<file path="src/rtl/core/mcdt_pkg.sv">
// shared constants and types for the midi clock divider and tempo meter
package mcdt_pkg;

    localparam int TIME_W      = 32;
    localparam int COUNT_W     = 32;
    localparam int TEMPO_W     = 8;
    localparam int PHASE_W     = 5;
    localparam int CLOCKS_PER_QUARTER = 24;

    // tempo divide: numerator and divisor both stay below 2^28
    localparam int DIV_W       = 28;
    localparam int DIV_STEP_W  = 5;

    localparam logic [TIME_W-1:0]  TWO_MINUTES_US  = TIME_W'(120000000);
    localparam logic [TEMPO_W-1:0] START_TEMPO     = TEMPO_W'(90);
    localparam logic [TEMPO_W-1:0] MAX_TEMPO_RESET = TEMPO_W'(240);

    // operation codes
    localparam logic OP_CLOCK = 1'b0;
    localparam logic OP_START = 1'b1;

    // divider handshake toward the sequencer
    typedef struct packed {
        logic busy;
        logic done;
    } div_status_t;

endpackage

</file>
<file path="src/rtl/core/mcdt_midi_if.sv">
// input channel: midi clock or start transaction with timestamp
interface mcdt_midi_if;
    import mcdt_pkg::*;

    logic                valid;
    logic                ready;
    logic                operation;
    logic [TIME_W-1:0]   timestamp_us;

    modport source (output valid, output operation, output timestamp_us, input ready);
    modport sink   (input valid, input operation, input timestamp_us, output ready);
endinterface

</file>
<file path="src/rtl/core/mcdt_result_if.sv">
// output channel: note counters, toggles and tempo per transaction
interface mcdt_result_if;
    import mcdt_pkg::*;

    logic                 valid;
    logic                 ready;
    logic                 forward_clock;
    logic [COUNT_W-1:0]   thirtysecond_count;
    logic [COUNT_W-1:0]   sixteenth_count;
    logic [COUNT_W-1:0]   eighth_count;
    logic [COUNT_W-1:0]   quarter_count;
    logic                 eighth_toggle;
    logic                 quarter_toggle;
    logic [TEMPO_W-1:0]   tempo_bpm;
    logic                 tempo_updated;

    modport source (
        output valid, output forward_clock, output thirtysecond_count,
        output sixteenth_count, output eighth_count, output quarter_count,
        output eighth_toggle, output quarter_toggle, output tempo_bpm,
        output tempo_updated, input ready
    );
    modport sink (
        input valid, input forward_clock, input thirtysecond_count,
        input sixteenth_count, input eighth_count, input quarter_count,
        input eighth_toggle, input quarter_toggle, input tempo_bpm,
        input tempo_updated, output ready
    );
endinterface

</file>
<file path="src/rtl/core/mcdt_div.sv">
// restoring divider, one quotient bit per cycle
module mcdt_div (
    input  logic                        clk,
    input  logic                        rst_n,
    input  logic                        start,
    input  logic [mcdt_pkg::DIV_W-1:0]  dividend,
    input  logic [mcdt_pkg::DIV_W-1:0]  divisor,
    output mcdt_pkg::div_status_t       status,
    output logic [mcdt_pkg::DIV_W-1:0]  quotient
);
    import mcdt_pkg::*;

    logic                   busy_reg, busy_next;
    logic                   done_reg, done_next;
    logic [DIV_STEP_W-1:0]  step_reg, step_next;
    logic [DIV_W-1:0]       quo_reg, quo_next;
    logic [DIV_W-1:0]       rem_reg, rem_next;
    logic [DIV_W-1:0]       dsr_reg, dsr_next;
    logic [DIV_W:0]         trial;
    logic [DIV_W:0]         diff;

    // shift in the next dividend bit and try the subtract
    assign trial = {rem_reg, quo_reg[DIV_W-1]};
    assign diff  = trial - {1'b0, dsr_reg};

    always_comb
    begin
        busy_next = busy_reg;
        done_next = 1'b0;
        step_next = step_reg;
        quo_next  = quo_reg;
        rem_next  = rem_reg;
        dsr_next  = dsr_reg;
        if (start)
        begin
            busy_next = 1'b1;
            step_next = '0;
            quo_next  = dividend;
            rem_next  = '0;
            dsr_next  = divisor;
        end
        else if (busy_reg)
        begin
            if (!diff[DIV_W])
            begin
                rem_next = diff[DIV_W-1:0];
                quo_next = {quo_reg[DIV_W-2:0], 1'b1};
            end
            else
            begin
                rem_next = trial[DIV_W-1:0];
                quo_next = {quo_reg[DIV_W-2:0], 1'b0};
            end
            step_next = step_reg + 1'b1;
            if (step_reg == DIV_STEP_W'(DIV_W - 1))
            begin
                busy_next = 1'b0;
                done_next = 1'b1;
            end
        end
    end

    always_ff @(posedge clk or negedge rst_n)
    begin
        if (!rst_n)
        begin
            busy_reg <= 1'b0;
            done_reg <= 1'b0;
            step_reg <= '0;
        end
        else
        begin
            busy_reg <= busy_next;
            done_reg <= done_next;
            step_reg <= step_next;
        end
    end

    // datapath registers
    always_ff @(posedge clk)
    begin
        quo_reg <= quo_next;
        rem_reg <= rem_next;
        dsr_reg <= dsr_next;
    end

    assign status.busy = busy_reg;
    assign status.done = done_reg;
    assign quotient    = quo_reg;

endmodule

</file>
<file path="src/rtl/core/midi_clock_divider_tempo.sv">
// top level: midi clock phase, note counters and tempo measurement
//
//   channel   | dir | transaction
//   ----------+-----+-------------------------------------------------
//   midi      | in  | operation (clock / start), timestamp_us
//   result    | out | forward flag, four note counts, toggles, tempo
//   cfg_we    | in  | max_tempo write, one register, no read-back
//
// a clock that ends a quarter note with an interval of 1 to 120e6 us passes through the
// 28-step divider in ST_DIV before ST_PUSH; other clocks and starts go to ST_PUSH directly.
// midi.ready is high only while the sequencer is idle; a finished result
// waits in the output register while the next transaction is accepted.
// reset (rst_n, async low) clears counters, toggles, phase and start time,
// sets tempo to 90 and max_tempo to 240.
module midi_clock_divider_tempo (
    input  logic                          clk,
    input  logic                          rst_n,
    mcdt_midi_if.sink                     midi,
    mcdt_result_if.source                 result,
    input  logic                          cfg_we,
    input  logic [mcdt_pkg::TEMPO_W-1:0]  cfg_wdata
);
    import mcdt_pkg::*;

    typedef enum logic [1:0] {
        ST_IDLE,
        ST_DIV,
        ST_PUSH
    } state_t;

    state_t                 state_reg, state_next;
    logic [PHASE_W-1:0]     phase_reg, phase_next;
    logic [COUNT_W-1:0]     c32_reg, c32_next;
    logic [COUNT_W-1:0]     c16_reg, c16_next;
    logic [COUNT_W-1:0]     c8_reg, c8_next;
    logic [COUNT_W-1:0]     c4_reg, c4_next;
    logic                   eflag_reg, eflag_next;
    logic                   qflag_reg, qflag_next;
    logic [TIME_W-1:0]      qstart_reg, qstart_next;
    logic [TEMPO_W-1:0]     tempo_reg, tempo_next;
    logic [TEMPO_W-1:0]     max_tempo_reg, max_tempo_next;
    logic                   fwd_reg, fwd_next;
    logic                   upd_reg, upd_next;

    logic                   out_valid_reg, out_valid_next;
    logic                   out_fwd_reg, out_fwd_next;
    logic [COUNT_W-1:0]     out_c32_reg, out_c32_next;
    logic [COUNT_W-1:0]     out_c16_reg, out_c16_next;
    logic [COUNT_W-1:0]     out_c8_reg, out_c8_next;
    logic [COUNT_W-1:0]     out_c4_reg, out_c4_next;
    logic                   out_eflag_reg, out_eflag_next;
    logic                   out_qflag_reg, out_qflag_next;
    logic [TEMPO_W-1:0]     out_tempo_reg, out_tempo_next;
    logic                   out_upd_reg, out_upd_next;

    logic                   accept;
    logic [PHASE_W-1:0]     phase_inc;
    logic [TIME_W-1:0]      dt;
    logic                   div_start;
    logic [DIV_W-1:0]       div_dividend;
    logic [DIV_W-1:0]       div_divisor;
    div_status_t            div_status;
    logic [DIV_W-1:0]       div_quotient;

    // phase points where each note length ends
    function automatic logic hit_third(input logic [PHASE_W-1:0] p);
        logic r;
        case (p)
            PHASE_W'(3), PHASE_W'(6), PHASE_W'(9), PHASE_W'(12),
            PHASE_W'(15), PHASE_W'(18), PHASE_W'(21), PHASE_W'(24): r = 1'b1;
            default: r = 1'b0;
        endcase
        return r;
    endfunction

    function automatic logic hit_sixth(input logic [PHASE_W-1:0] p);
        logic r;
        case (p)
            PHASE_W'(6), PHASE_W'(12), PHASE_W'(18), PHASE_W'(24): r = 1'b1;
            default: r = 1'b0;
        endcase
        return r;
    endfunction

    function automatic logic hit_twelfth(input logic [PHASE_W-1:0] p);
        logic r;
        case (p)
            PHASE_W'(12), PHASE_W'(24): r = 1'b1;
            default: r = 1'b0;
        endcase
        return r;
    endfunction

    assign midi.ready = (state_reg == ST_IDLE);
    assign accept     = midi.valid && midi.ready;
    assign phase_inc  = phase_reg + 1'b1;
    assign dt         = midi.timestamp_us - qstart_reg;

    // rounded tempo: (120e6 + dt) / (2 dt), dt no more than 120e6 here
    assign div_dividend = DIV_W'(TWO_MINUTES_US) + dt[DIV_W-1:0];
    assign div_divisor  = {dt[DIV_W-2:0], 1'b0};

    mcdt_div u_div (
        .clk      (clk),
        .rst_n    (rst_n),
        .start    (div_start),
        .dividend (div_dividend),
        .divisor  (div_divisor),
        .status   (div_status),
        .quotient (div_quotient)
    );

    // sequencer and state update
    always_comb
    begin
        state_next     = state_reg;
        phase_next     = phase_reg;
        c32_next       = c32_reg;
        c16_next       = c16_reg;
        c8_next        = c8_reg;
        c4_next        = c4_reg;
        eflag_next     = eflag_reg;
        qflag_next     = qflag_reg;
        qstart_next    = qstart_reg;
        tempo_next     = tempo_reg;
        max_tempo_next = cfg_we ? cfg_wdata : max_tempo_reg;
        fwd_next       = fwd_reg;
        upd_next       = upd_reg;
        div_start      = 1'b0;

        out_valid_next = out_valid_reg && !result.ready;
        out_fwd_next   = out_fwd_reg;
        out_c32_next   = out_c32_reg;
        out_c16_next   = out_c16_reg;
        out_c8_next    = out_c8_reg;
        out_c4_next    = out_c4_reg;
        out_eflag_next = out_eflag_reg;
        out_qflag_next = out_qflag_reg;
        out_tempo_next = out_tempo_reg;
        out_upd_next   = out_upd_reg;

        case (state_reg)
            ST_IDLE:
            begin
                if (accept)
                begin
                    state_next = ST_PUSH;
                    if (midi.operation == OP_START)
                    begin
                        phase_next  = '0;
                        c32_next    = '0;
                        c16_next    = '0;
                        c8_next     = '0;
                        c4_next     = '0;
                        eflag_next  = 1'b0;
                        qflag_next  = 1'b0;
                        qstart_next = midi.timestamp_us;
                        tempo_next  = START_TEMPO;
                        fwd_next    = 1'b0;
                        upd_next    = 1'b0;
                    end
                    else
                    begin
                        fwd_next   = phase_reg[0];
                        upd_next   = 1'b0;
                        phase_next = phase_inc;
                        if (hit_third(phase_inc))
                            c32_next = c32_reg + 1'b1;
                        if (hit_sixth(phase_inc))
                            c16_next = c16_reg + 1'b1;
                        if (hit_twelfth(phase_inc))
                        begin
                            c8_next    = c8_reg + 1'b1;
                            eflag_next = ~eflag_reg;
                        end
                        // quarter note ends: wrap and measure tempo
                        if (phase_inc == PHASE_W'(CLOCKS_PER_QUARTER))
                        begin
                            phase_next  = '0;
                            qflag_next  = ~qflag_reg;
                            c4_next     = c4_reg + 1'b1;
                            qstart_next = midi.timestamp_us;
                            upd_next    = 1'b1;
                            if (dt == '0)
                                tempo_next = max_tempo_reg;
                            else if (dt > TWO_MINUTES_US)
                                tempo_next = '0;
                            else
                            begin
                                div_start  = 1'b1;
                                state_next = ST_DIV;
                            end
                        end
                    end
                end
            end

            ST_DIV:
            begin
                if (div_status.done)
                begin
                    if (div_quotient > DIV_W'(max_tempo_reg))
                        tempo_next = max_tempo_reg;
                    else
                        tempo_next = div_quotient[TEMPO_W-1:0];
                    state_next = ST_PUSH;
                end
            end

            ST_PUSH:
            begin
                // load the output register once it is free
                if (!out_valid_reg || result.ready)
                begin
                    out_valid_next = 1'b1;
                    out_fwd_next   = fwd_reg;
                    out_c32_next   = c32_reg;
                    out_c16_next   = c16_reg;
                    out_c8_next    = c8_reg;
                    out_c4_next    = c4_reg;
                    out_eflag_next = eflag_reg;
                    out_qflag_next = qflag_reg;
                    out_tempo_next = tempo_reg;
                    out_upd_next   = upd_reg;
                    state_next     = ST_IDLE;
                end
            end

            default:
            begin
                state_next = ST_IDLE;
            end
        endcase
    end

    // state and registered outputs
    always_ff @(posedge clk or negedge rst_n)
    begin
        if (!rst_n)
        begin
            state_reg     <= ST_IDLE;
            phase_reg     <= '0;
            c32_reg       <= '0;
            c16_reg       <= '0;
            c8_reg        <= '0;
            c4_reg        <= '0;
            eflag_reg     <= 1'b0;
            qflag_reg     <= 1'b0;
            qstart_reg    <= '0;
            tempo_reg     <= START_TEMPO;
            max_tempo_reg <= MAX_TEMPO_RESET;
            out_valid_reg <= 1'b0;
        end
        else
        begin
            state_reg     <= state_next;
            phase_reg     <= phase_next;
            c32_reg       <= c32_next;
            c16_reg       <= c16_next;
            c8_reg        <= c8_next;
            c4_reg        <= c4_next;
            eflag_reg     <= eflag_next;
            qflag_reg     <= qflag_next;
            qstart_reg    <= qstart_next;
            tempo_reg     <= tempo_next;
            max_tempo_reg <= max_tempo_next;
            out_valid_reg <= out_valid_next;
        end
    end

    // result payload and per-transaction flags
    always_ff @(posedge clk)
    begin
        fwd_reg       <= fwd_next;
        upd_reg       <= upd_next;
        out_fwd_reg   <= out_fwd_next;
        out_c32_reg   <= out_c32_next;
        out_c16_reg   <= out_c16_next;
        out_c8_reg    <= out_c8_next;
        out_c4_reg    <= out_c4_next;
        out_eflag_reg <= out_eflag_next;
        out_qflag_reg <= out_qflag_next;
        out_tempo_reg <= out_tempo_next;
        out_upd_reg   <= out_upd_next;
    end

    assign result.valid              = out_valid_reg;
    assign result.forward_clock      = out_fwd_reg;
    assign result.thirtysecond_count = out_c32_reg;
    assign result.sixteenth_count    = out_c16_reg;
    assign result.eighth_count       = out_c8_reg;
    assign result.quarter_count      = out_c4_reg;
    assign result.eighth_toggle      = out_eflag_reg;
    assign result.quarter_toggle     = out_qflag_reg;
    assign result.tempo_bpm          = out_tempo_reg;
    assign result.tempo_updated      = out_upd_reg;

endmodule
</file>
<file path="src/flat_wrapper.sv">
// flat-port wrapper written by rule: the top's interface ports become plain ports
module midi_clock_divider_tempo_flat import mcdt_pkg::*;
  (clk, rst_n, cfg_we, cfg_wdata, midi_valid, midi_operation, midi_timestamp_us, midi_ready, result_valid, result_forward_clock, result_thirtysecond_count, result_sixteenth_count, result_eighth_count, result_quarter_count, result_eighth_toggle, result_quarter_toggle, result_tempo_bpm, result_tempo_updated, result_ready);
  mcdt_midi_if midi_i ();
  mcdt_result_if result_i ();
  input  logic clk;
  input  logic rst_n;
  input  logic cfg_we;
  input  logic [mcdt_pkg::TEMPO_W-1:0] cfg_wdata;
  input wire logic [$bits(midi_i.valid)-1:0] midi_valid;
  input wire logic [$bits(midi_i.operation)-1:0] midi_operation;
  input wire logic [$bits(midi_i.timestamp_us)-1:0] midi_timestamp_us;
  output wire logic [$bits(midi_i.ready)-1:0] midi_ready;
  output wire logic [$bits(result_i.valid)-1:0] result_valid;
  output wire logic [$bits(result_i.forward_clock)-1:0] result_forward_clock;
  output wire logic [$bits(result_i.thirtysecond_count)-1:0] result_thirtysecond_count;
  output wire logic [$bits(result_i.sixteenth_count)-1:0] result_sixteenth_count;
  output wire logic [$bits(result_i.eighth_count)-1:0] result_eighth_count;
  output wire logic [$bits(result_i.quarter_count)-1:0] result_quarter_count;
  output wire logic [$bits(result_i.eighth_toggle)-1:0] result_eighth_toggle;
  output wire logic [$bits(result_i.quarter_toggle)-1:0] result_quarter_toggle;
  output wire logic [$bits(result_i.tempo_bpm)-1:0] result_tempo_bpm;
  output wire logic [$bits(result_i.tempo_updated)-1:0] result_tempo_updated;
  input wire logic [$bits(result_i.ready)-1:0] result_ready;
  assign midi_i.valid = midi_valid;
  assign midi_i.operation = midi_operation;
  assign midi_i.timestamp_us = midi_timestamp_us;
  assign midi_ready = midi_i.ready;
  assign result_valid = result_i.valid;
  assign result_forward_clock = result_i.forward_clock;
  assign result_thirtysecond_count = result_i.thirtysecond_count;
  assign result_sixteenth_count = result_i.sixteenth_count;
  assign result_eighth_count = result_i.eighth_count;
  assign result_quarter_count = result_i.quarter_count;
  assign result_eighth_toggle = result_i.eighth_toggle;
  assign result_quarter_toggle = result_i.quarter_toggle;
  assign result_tempo_bpm = result_i.tempo_bpm;
  assign result_tempo_updated = result_i.tempo_updated;
  assign result_i.ready = result_ready;
  midi_clock_divider_tempo u_core (.clk(clk), .rst_n(rst_n), .midi(midi_i), .result(result_i), .cfg_we(cfg_we), .cfg_wdata(cfg_wdata));
endmodule
</file>
<file path="config.mk">
export PLATFORM = sky130hd
export DESIGN_NAME = midi_clock_divider_tempo_flat
export DESIGN_NICKNAME = d
export VERILOG_FILES = /design/src/rtl/core/mcdt_pkg.sv /design/src/rtl/core/mcdt_midi_if.sv /design/src/rtl/core/mcdt_result_if.sv /design/src/rtl/core/mcdt_div.sv /design/src/rtl/core/midi_clock_divider_tempo.sv /design/src/flat_wrapper.sv
export SDC_FILE = /design/constraint.sdc
export NUM_CORES = 1
export LEC_CHECK = 0
export ABC_AREA = 1
export BUFFER_PORTS_ARGS = -buffer_cell sky130_fd_sc_hd__buf_4
export CAP_MARGIN = 20
export CORE_ASPECT_RATIO = 0.75
export CORE_MARGIN = 2
export CORE_UTILIZATION = 65
export CTS_CLUSTER_SIZE = 40
export DETAILED_ROUTE_END_ITERATION = 6
export HOLD_SLACK_MARGIN = 0.03
export PLACE_DENSITY = 0.85
export SLEW_MARGIN = 30
export SYNTH_ARGS = -nofsm -noshare
export SYNTH_HDL_FRONTEND = slang
export SYNTH_SLANG_ARGS = --single-unit
</file>
<file path="constraint.sdc">
create_clock -name clk -period 17.1 [get_ports clk]
set_clock_uncertainty 0.15 [all_clocks]
set_input_delay 1.71 -clock clk [delete_from_list [all_inputs] [get_ports clk]]
set_output_delay 1.71 -clock clk [all_outputs]
set_load 0.05 [all_outputs]
</file>
==> results of run 1 <==
## layout by cell type (no fill, tap or decap), drive strengths merged, types with 77 or more instances in the layout
cell	n
nand2	845
inv	421
nor2	217
edfxtp	197
buf	196
dfrtp	185
o21ai	167
nand3	149
a21oi	122
nor3	86
ha	77
## logic make-up (layout without fill, tap and decap cells)
| kind of cell | after synthesis | count (layout) | share of synthesized area (%) |
|---|---|---|---|
| muxes | 1 | 1 | 0.04787 |
| and+or+nand+nor | 1423 | 1423 | 25.91 |
| other | 0 | 1 | 0 |
| DFF | 418 | 418 | 48.11 |
| adders and majority gates | 79 | 79 | 4.266 |
| AOI/OAI and AO/OA | 393 | 393 | 9.453 |
| buffers and inverters | 485 | 693 | 8.118 |
| xor gates and xnor gates | 109 | 109 | 4.091 |
## worst max-delay path by stage
stage / startpoint / endpoint / slack [ns] / depth (start not counted)
floorplan: result_ready / u_core.result.eighth_count[0] / 8.69 / 2
global placement: midi_operation / u_core.c32_reg[25] / 10.38 / 7
CTS: midi_operation / u_core.c32_reg[16] / 10.94 / 7
global route: midi_timestamp_us[0] / u_core.u_div.quotient[3] / 10.73 / 24
detailed placement: midi_operation / u_core.c32_reg[16] / 10.36 / 7
finish: midi_timestamp_us[0] / u_core.u_div.quotient[3] / 11.05 / 24
## worst register-to-register path: stages, from the launching register on
cell     delay [ns]
dfrtp_1        0.40
ha_1           0.23
fa_1           0.43
inv_1          0.15
nand3_1        0.13
nand3_1        0.18
nand2_1        0.10
nand2_1        0.15
nand3_1        0.14
nand2_1        0.10
nand2_1        0.05
nand2_1        0.18
nand2_1        0.10
nor2_1         0.12
nand3_1        0.07
nor2_1         0.10
nand3_1        0.09
nand2_2        0.16
nand3_4        0.49
buf_4          0.58
inv_2          0.62
nand2_1        0.18
nand2_1        0.10
## power by group through the flow
stage	Clock [mW]	Sequential, mW	Combinational (mW)
after floorplan	0	1.47	0.720
after CTS	0.932	1.32	1.19
after global placement	0	1.33	1.15
after global routing	0.965	1.34	1.34
after detailed placement	0	1.33	1.18
final	0.924	1.32	1.22
## per-stage QoR
| step | std cells | cell area [µm²] | utilization, % | power [mW] |
|---|---|---|---|---|
| floorplan | 2908 | 23520 | - | 2.186 |
| detailed placement | 3505 | 25260 | 70.70 | 2.517 |
| finish | 3582 | 26620 | 74.49 | 3.466 |
| global route | 3581 | 26610 | 74.48 | 3.635 |
| global placement | 3505 | 25260 | 70.69 | 2.479 |
| CTS | 3581 | 26600 | 74.44 | 3.444 |
## final cells by class
class                   instances  share of cell area [%]
repair buffers                197                   5.594
diodes                          1                0.009402
clock inverters                20                  0.8414
well taps                     465                   2.186
clock buffers                  56                   4.179
inverters                     420                   5.923
flip-flops and latches        418                   42.51
multi-input cells            2005                   38.75
## routing by layer
metal / vias up / global-route usage [%] / wire [µm]
met5: - / 0 / 0
met4: 0 / 7.217 / 1292
met3: 97 / 5.138 / 6386
met2: 1056 / 50.20 / 26990
met1: 9689 / 52.50 / 29160
li1: 9941 / - / -
==> impl_results.md, run 1 <==
* Ys async rst share at between 40% and 50%
* Post-route DRC at 0
* CP max FO at 57
* Clock share of power at a little over a quarter
* Hold Crit Start: u_core.upd_reg
* Setup Buffers After CTS at 0
* Clock buffer depth at 3
* Fin crit period at 6.050 ns
* Length of the first detailed-routing pass in iterations at 6
* Post-DRT Antenna Nets at 0
* R2r startpoint: u_core.qstart_reg[0]
* CTS tree: yes
* Most used cell, CP: nand2_1
* Synth unique cells at 53
* Post-synth top area share at about 25%
* Crit path kind: primary input to register
* Mean area per synthesized cell at around 8.1 µm²
* Final #Nets at approximately 3200
* Layout fillers at about 2600
* Worst-path clk slew at roughly 0.06 ns
* Clk_lat worst skew at roughly 0.57 ns
* HPWL Detailed at between 40000 and 50000 µm
* R2r setup slk at approximately 12 ns
* Share of cells above drive strength 1 at 10.11%
* Max incr delay on CP at 0.59 ns
* VDD IR max at 0.08681 mV
* Total congestion overflow at 0
* Core area at roughly 0.036 mm²
* CTS Sinks at roughly 420
* Hold Path End: u_core.result.tempo_updated
* Die area at roughly 0.038 mm²
* Final setup violation count at 0
* Worst EP arrival at roughly 6.3 ns
* Count leader, synth: nand2_1
* H-Tree Depth at 2
* Mapped cell area at 0.02352 mm²
* Rows at 60
* Die H at 168.7 µm
* Hold bufs inserted after CTS at 0
* Status: complete, no violations
* Yosys top cell by area: edfxtp_1
* Largest net degree at the start of global routing at 84
* Top cells by count, synth: 827 x nand2_1, 415 x inv_1, 204 x nor2_1
* LEAKAGE at between 10 and 15 nW
* P_int at between 2 and 2.5 mW
* Reg power frac at 38.1%
* Initial Util at between 60% and 70%
* Ys flop type: edfxtp_1
* Hold crit path type: register to register
* Critical path cell sequence: buf_4, inv_1, ha_1, fa_1, inv_1, nand3_1, nand3_1, nand2_1, nand2_1, nand3_1, nand2_1, nand2_1, nand2_1, nand2_1, nor2_1, nand3_1, nor2_1, nand3_1, nand2_2, nand3_4, buf_4, inv_2, nand2_1, nand2_1
* Comb pwr share at roughly a third
* DR iter-0 viols at roughly 2600
* Post-CTS sizing at 0
* WHS at approximately 0.27 ns
* Global Route Usage Sum at between 30% and 40%
* Hold path depth at 0
* Hold Fails Final Rpt at 0
* CP bufs+invs at 5
* DP Worst Slack at 10.36 ns
* Slew HR at roughly 40%
* Number of enable flip-flop cells after synthesis at 197
* Switching power at about 1.4 mW
* Setup WS post-layout at roughly 11 ns
* Flops & latches, synth at between 400 and 500
* Vias/cell at between 5 and 6
* Clk root buf: clkbuf_16
* Seq. cell area at 0.01132 mm²
* Vias in the first global route at roughly 19000
* Final Routed Wirelength at between 60000 and 70000 µm
* Setup TNS at 0 ns
* Cell Pwr Density at about 130 mW/mm²
* Routed len/inst at about 18 µm
* First-pass GRT wire length at roughly 100000 µm
* Area of the multi-input gates at 0.01031 mm²
* Pins over their slew limit at 0
* Synthesized netlist cell count at 2908
* Post-route clock period utilization at about 35%
* Mapped Nets at a little over 3000
* RSZ-0062 raised after global routing: false
* Cell family with the largest share of critical-path delay: simple AND/OR/NAND/NOR gates
* Measured slew at the worst slew-check pin at around 0.90 ns
* Sw Share at between 30% and 40%
* Startpoint Class: primary input
* Req. time, crit path at roughly 17 ns
* MaxCap Viol Count at 0
* Initial antenna violation count at 0
* Area Growth Syn to Fin at 13.17%
* Die Width at 223.7 µm
* Fmax at 165.3 MHz
* TritonCTS Buffers at between 40 and 50
* Largest cells by area after synthesis: edfxtp_1 25%, dfrtp_1 20%, nand2_1 13%
* Critical path capture point type: register
* DR vias at 20780
* # IOs at 188
* Yosys warnings at 0
* Reg2reg end: u_core.u_div.quotient[3]
* Seq/Total Area, Yosys at roughly 48%
* IO Port Bufs at 187
* Global placement routability congestion at 0.9869
* Slowest CP cell: inv_2
* R2r worst-path depth at 22
Power figures use the tool's default switching activity.
==> run 2, diff against run 1 <==
CORE_UTILIZATION = 55   (was 65)
PLACE_DENSITY = 0.77   (was 0.85)
clock period = 5.56 ns   (was 17.1 ns; I/O delays follow)
==> run 2 against run 1 <==
Effect of this change:
- die area grew 18%
- highest routed layer is now met5
- cell count grew 3.2%
- critical path type is now register to register
- combinational power grew to 3.0 times the previous value
- global-route usage shrank 6.2 points
- setup slack lost 9.7 ns
==> impl_results.md, run 2 (synthesized netlist as in run 1, its figures left out) <==
* Clk root buf: clkbuf_16
* VDD IR max at 0.3163 mV (+260%)
* Final #Nets at 3217 (+0.28%)
* HPWL Detailed at 45710 µm (-2.1%)
* Pins over their slew limit at 0 (unchanged)
* Slew HR at 33.95% (-5.8 points)
* Setup WS post-layout at 1.388 ns (-9.661 ns)
* Setup TNS at 0 ns (unchanged)
* Core area at 0.04213 mm² (+18%)
* DP Worst Slack at 1.087 ns (-9.269 ns)
* Hold Fails Final Rpt at 0 (unchanged)
* Req. time, crit path at 5.71 ns (-11.68 ns)
* Final Routed Wirelength at 61640 µm (-3.4%)
* Share of cells above drive strength 1 at 10.52% (+0.41 points)
* Most common cell after layout, fill and taps aside: nand2_1
* Global placement routability congestion at 0.9768 (-1.0%)
* Most frequent cells in the layout: 827 x nand2_1, 414 x inv_1, 203 x nor2_1
* CTS tree: yes
* Clock buffer depth at 3 (unchanged)
* Total congestion overflow at 0 (unchanged)
* Area Growth Syn to Fin at 14.93%
* CTS Sinks at 418 (unchanged)
* Layer carrying the most global-route usage: met1
* Global Route met2 Usage at 41.38% (-8.8 points)
* Critical path capture point type: register
* RSZ-0062 raised after global routing: false
* Crit path kind: register to register
* Post-route clock period utilization at about three quarters
* Diode count at 0 (-1)
* Worst EP arrival at 4.32 ns (-2.02 ns)
* Routed len/inst at 16.68 µm (-6.4%)
* # IOs at 188 (unchanged)
* Fmax at between 200 and 250 MHz
* Global Route Usage Sum at 27.51% (-6.2 points)
* DR iter-0 viols at 2228 (-13%)
* Met3 Use GR at 4.419% (-0.72 points)
* Clk_lat worst skew at 0.57 ns (about the same)
* CP max FO at 74 (+30%)
* Initial Util at 55.83% (-10 points)
* Vias/cell at 5.510 (-5.0%)
* Fin crit period at between 4 and 5 ns
* MaxCap Viol Count at 0 (unchanged)
* Rows at 65 (+8.3%)
* LEAKAGE at 11.95 nW (+1.1%)
* Measured slew at the worst slew-check pin at 0.9871 ns (+0.08954 ns)
* Startpoint Class: register
* Post-route DRC at 0 (unchanged)
* Post-CTS sizing at 0 (unchanged)
* Cell family with the largest share of critical-path delay: simple AND/OR/NAND/NOR gates
* Largest net degree at the start of global routing at 164 (+95%)
* Die area at 0.04445 mm² (+18%)
* Die Width at 242.8 µm (+8.6%)
* TritonCTS Buffers at 43 (+4.9%)
* Most used cell, CP: nand2_1
* Max incr delay on CP at 0.55 ns (-0.04 ns)
* Critical path cell sequence: ha_1, fa_1, inv_1, nand3_1, nand3_1, nand2_1, nand2_1, nand3_1, nand2_1, nand2_1, nand2_1, nand2_1, inv_1, nand2_1, nor2_1, nand3_1, nand2_1, nand2_2, nand3_4, buf_4, nand2_1, buf_4
* Post-DRT Antenna Nets at 0 (unchanged)
* Initial antenna violation count at 1 (+1)
* Worst-path clk slew at 0.07 ns (about the same)
* Length of the first detailed-routing pass in iterations at 5 (-1)
* Grt met1 use at 41.70% (-11 points)
* Hold crit path type: primary input to register
* First-pass GRT wire length at 99080 µm (-2.2%)
* Cell Pwr Density at 401.9 mW/mm² (+210%)
* CP bufs+invs at 4 (-1)
* H-Tree Depth at 2 (unchanged)
* Status: complete, no violations
* DR vias at 20360 (-2.0%)
* Vias in the first global route at 18950 (-0.62%)
* IO Port Bufs at 187 (unchanged)
* Slowest CP cell: buf_4
* Final setup violation count at 0 (unchanged)
* Die H at 183.1 µm (+8.5%)
## run 2: cell count changes in the layout (fill, tap and decap cells not counted), moves of 3 or more
cell        previous run  this run
buf_4                195       198
clkinv_4               1         4
clkinvlp_4             1         4
bufinv_16              4         7
clkinv_1               6         3
clkbuf_1              12         6
clkbuf_16             41        44
## run 2: timing repair
item                      4_1_cts  5_1_grt
hold endpoints to repair       31        0
buffers inserted                0        0
hold buffers                    2        0
## run 2: through the flow
stage                     hold slack (ns)  instance area (µm²)  util [%]  total power [mW]  std cells
after floorplan                    0.1104                23520         -             6.711       2908
after global placement             0.2550                25450     60.40             7.655       3613
final                             0.04759                27030     64.17             10.86       3696
after CTS                         0.03551                27000     64.10             10.86       3695
after detailed placement           0.2580                25450     60.40             7.738       3613
after global routing              0.05019                27030     64.17             11.49       3696
## run 2: worst reg2reg max path, cell delays in order, from the launching register on
cell	delay [ns]
dfrtp_1	0.39
ha_1	0.25
fa_1	0.43
inv_1	0.14
nand3_1	0.09
nand3_1	0.17
nand2_1	0.10
nand2_1	0.12
nand3_1	0.12
nand2_1	0.10
nand2_1	0.06
nand2_1	0.15
nand2_1	0.10
inv_1	0.06
nand2_1	0.05
nor2_1	0.10
nand3_1	0.07
nand2_1	0.09
nand2_2	0.12
nand3_4	0.11
buf_4	0.55
nand2_1	0.15
buf_4	0.24
## run 2: path summary, 6_finish.rpt
check                      cells past startpoint                          end  slack (ns)            startpoint
setup / recovery                              22    u_core.u_div.quotient[14]        1.39  u_core.qstart_reg[0]
hold / removal                                 3      u_core.max_tempo_reg[1]        0.05          cfg_wdata[1]
setup reg to reg                              22    u_core.u_div.quotient[14]        1.39  u_core.qstart_reg[0]
hold reg to reg                                0  u_core.result.tempo_updated        0.27        u_core.upd_reg
max in group asynchronous                      4           u_core.c16_reg[29]        3.75                 rst_n
min in group asynchronous                      2         u_core.qstart_reg[1]        0.30                 rst_n
## run 2: layout make-up
type / count / area (µm²)
fill: 3641 / 15100
sequential: 418 / 11320
multi-input combinational: 2005 / 10300
timing repair buffer: 204 / 1588
inverter: 420 / 1577
clock buffer: 52 / 1151
tap: 569 / 711.9
clock inverter: 28 / 386.6
## run 2: report_power, final
part           internal, mW  switching [mW]
sequential             3.75           0.312
combinational          1.12            2.58
clock                  1.83            1.28
## run 2: metal layers
metal	up-vias	part of all wire, %	routed length (µm)
met1	9545	47	28890
met3	85	8.0	4901
li1	9977	-	-
met2	755	43	26530
met4	2	2.1	1302
met5	-	0.021	13
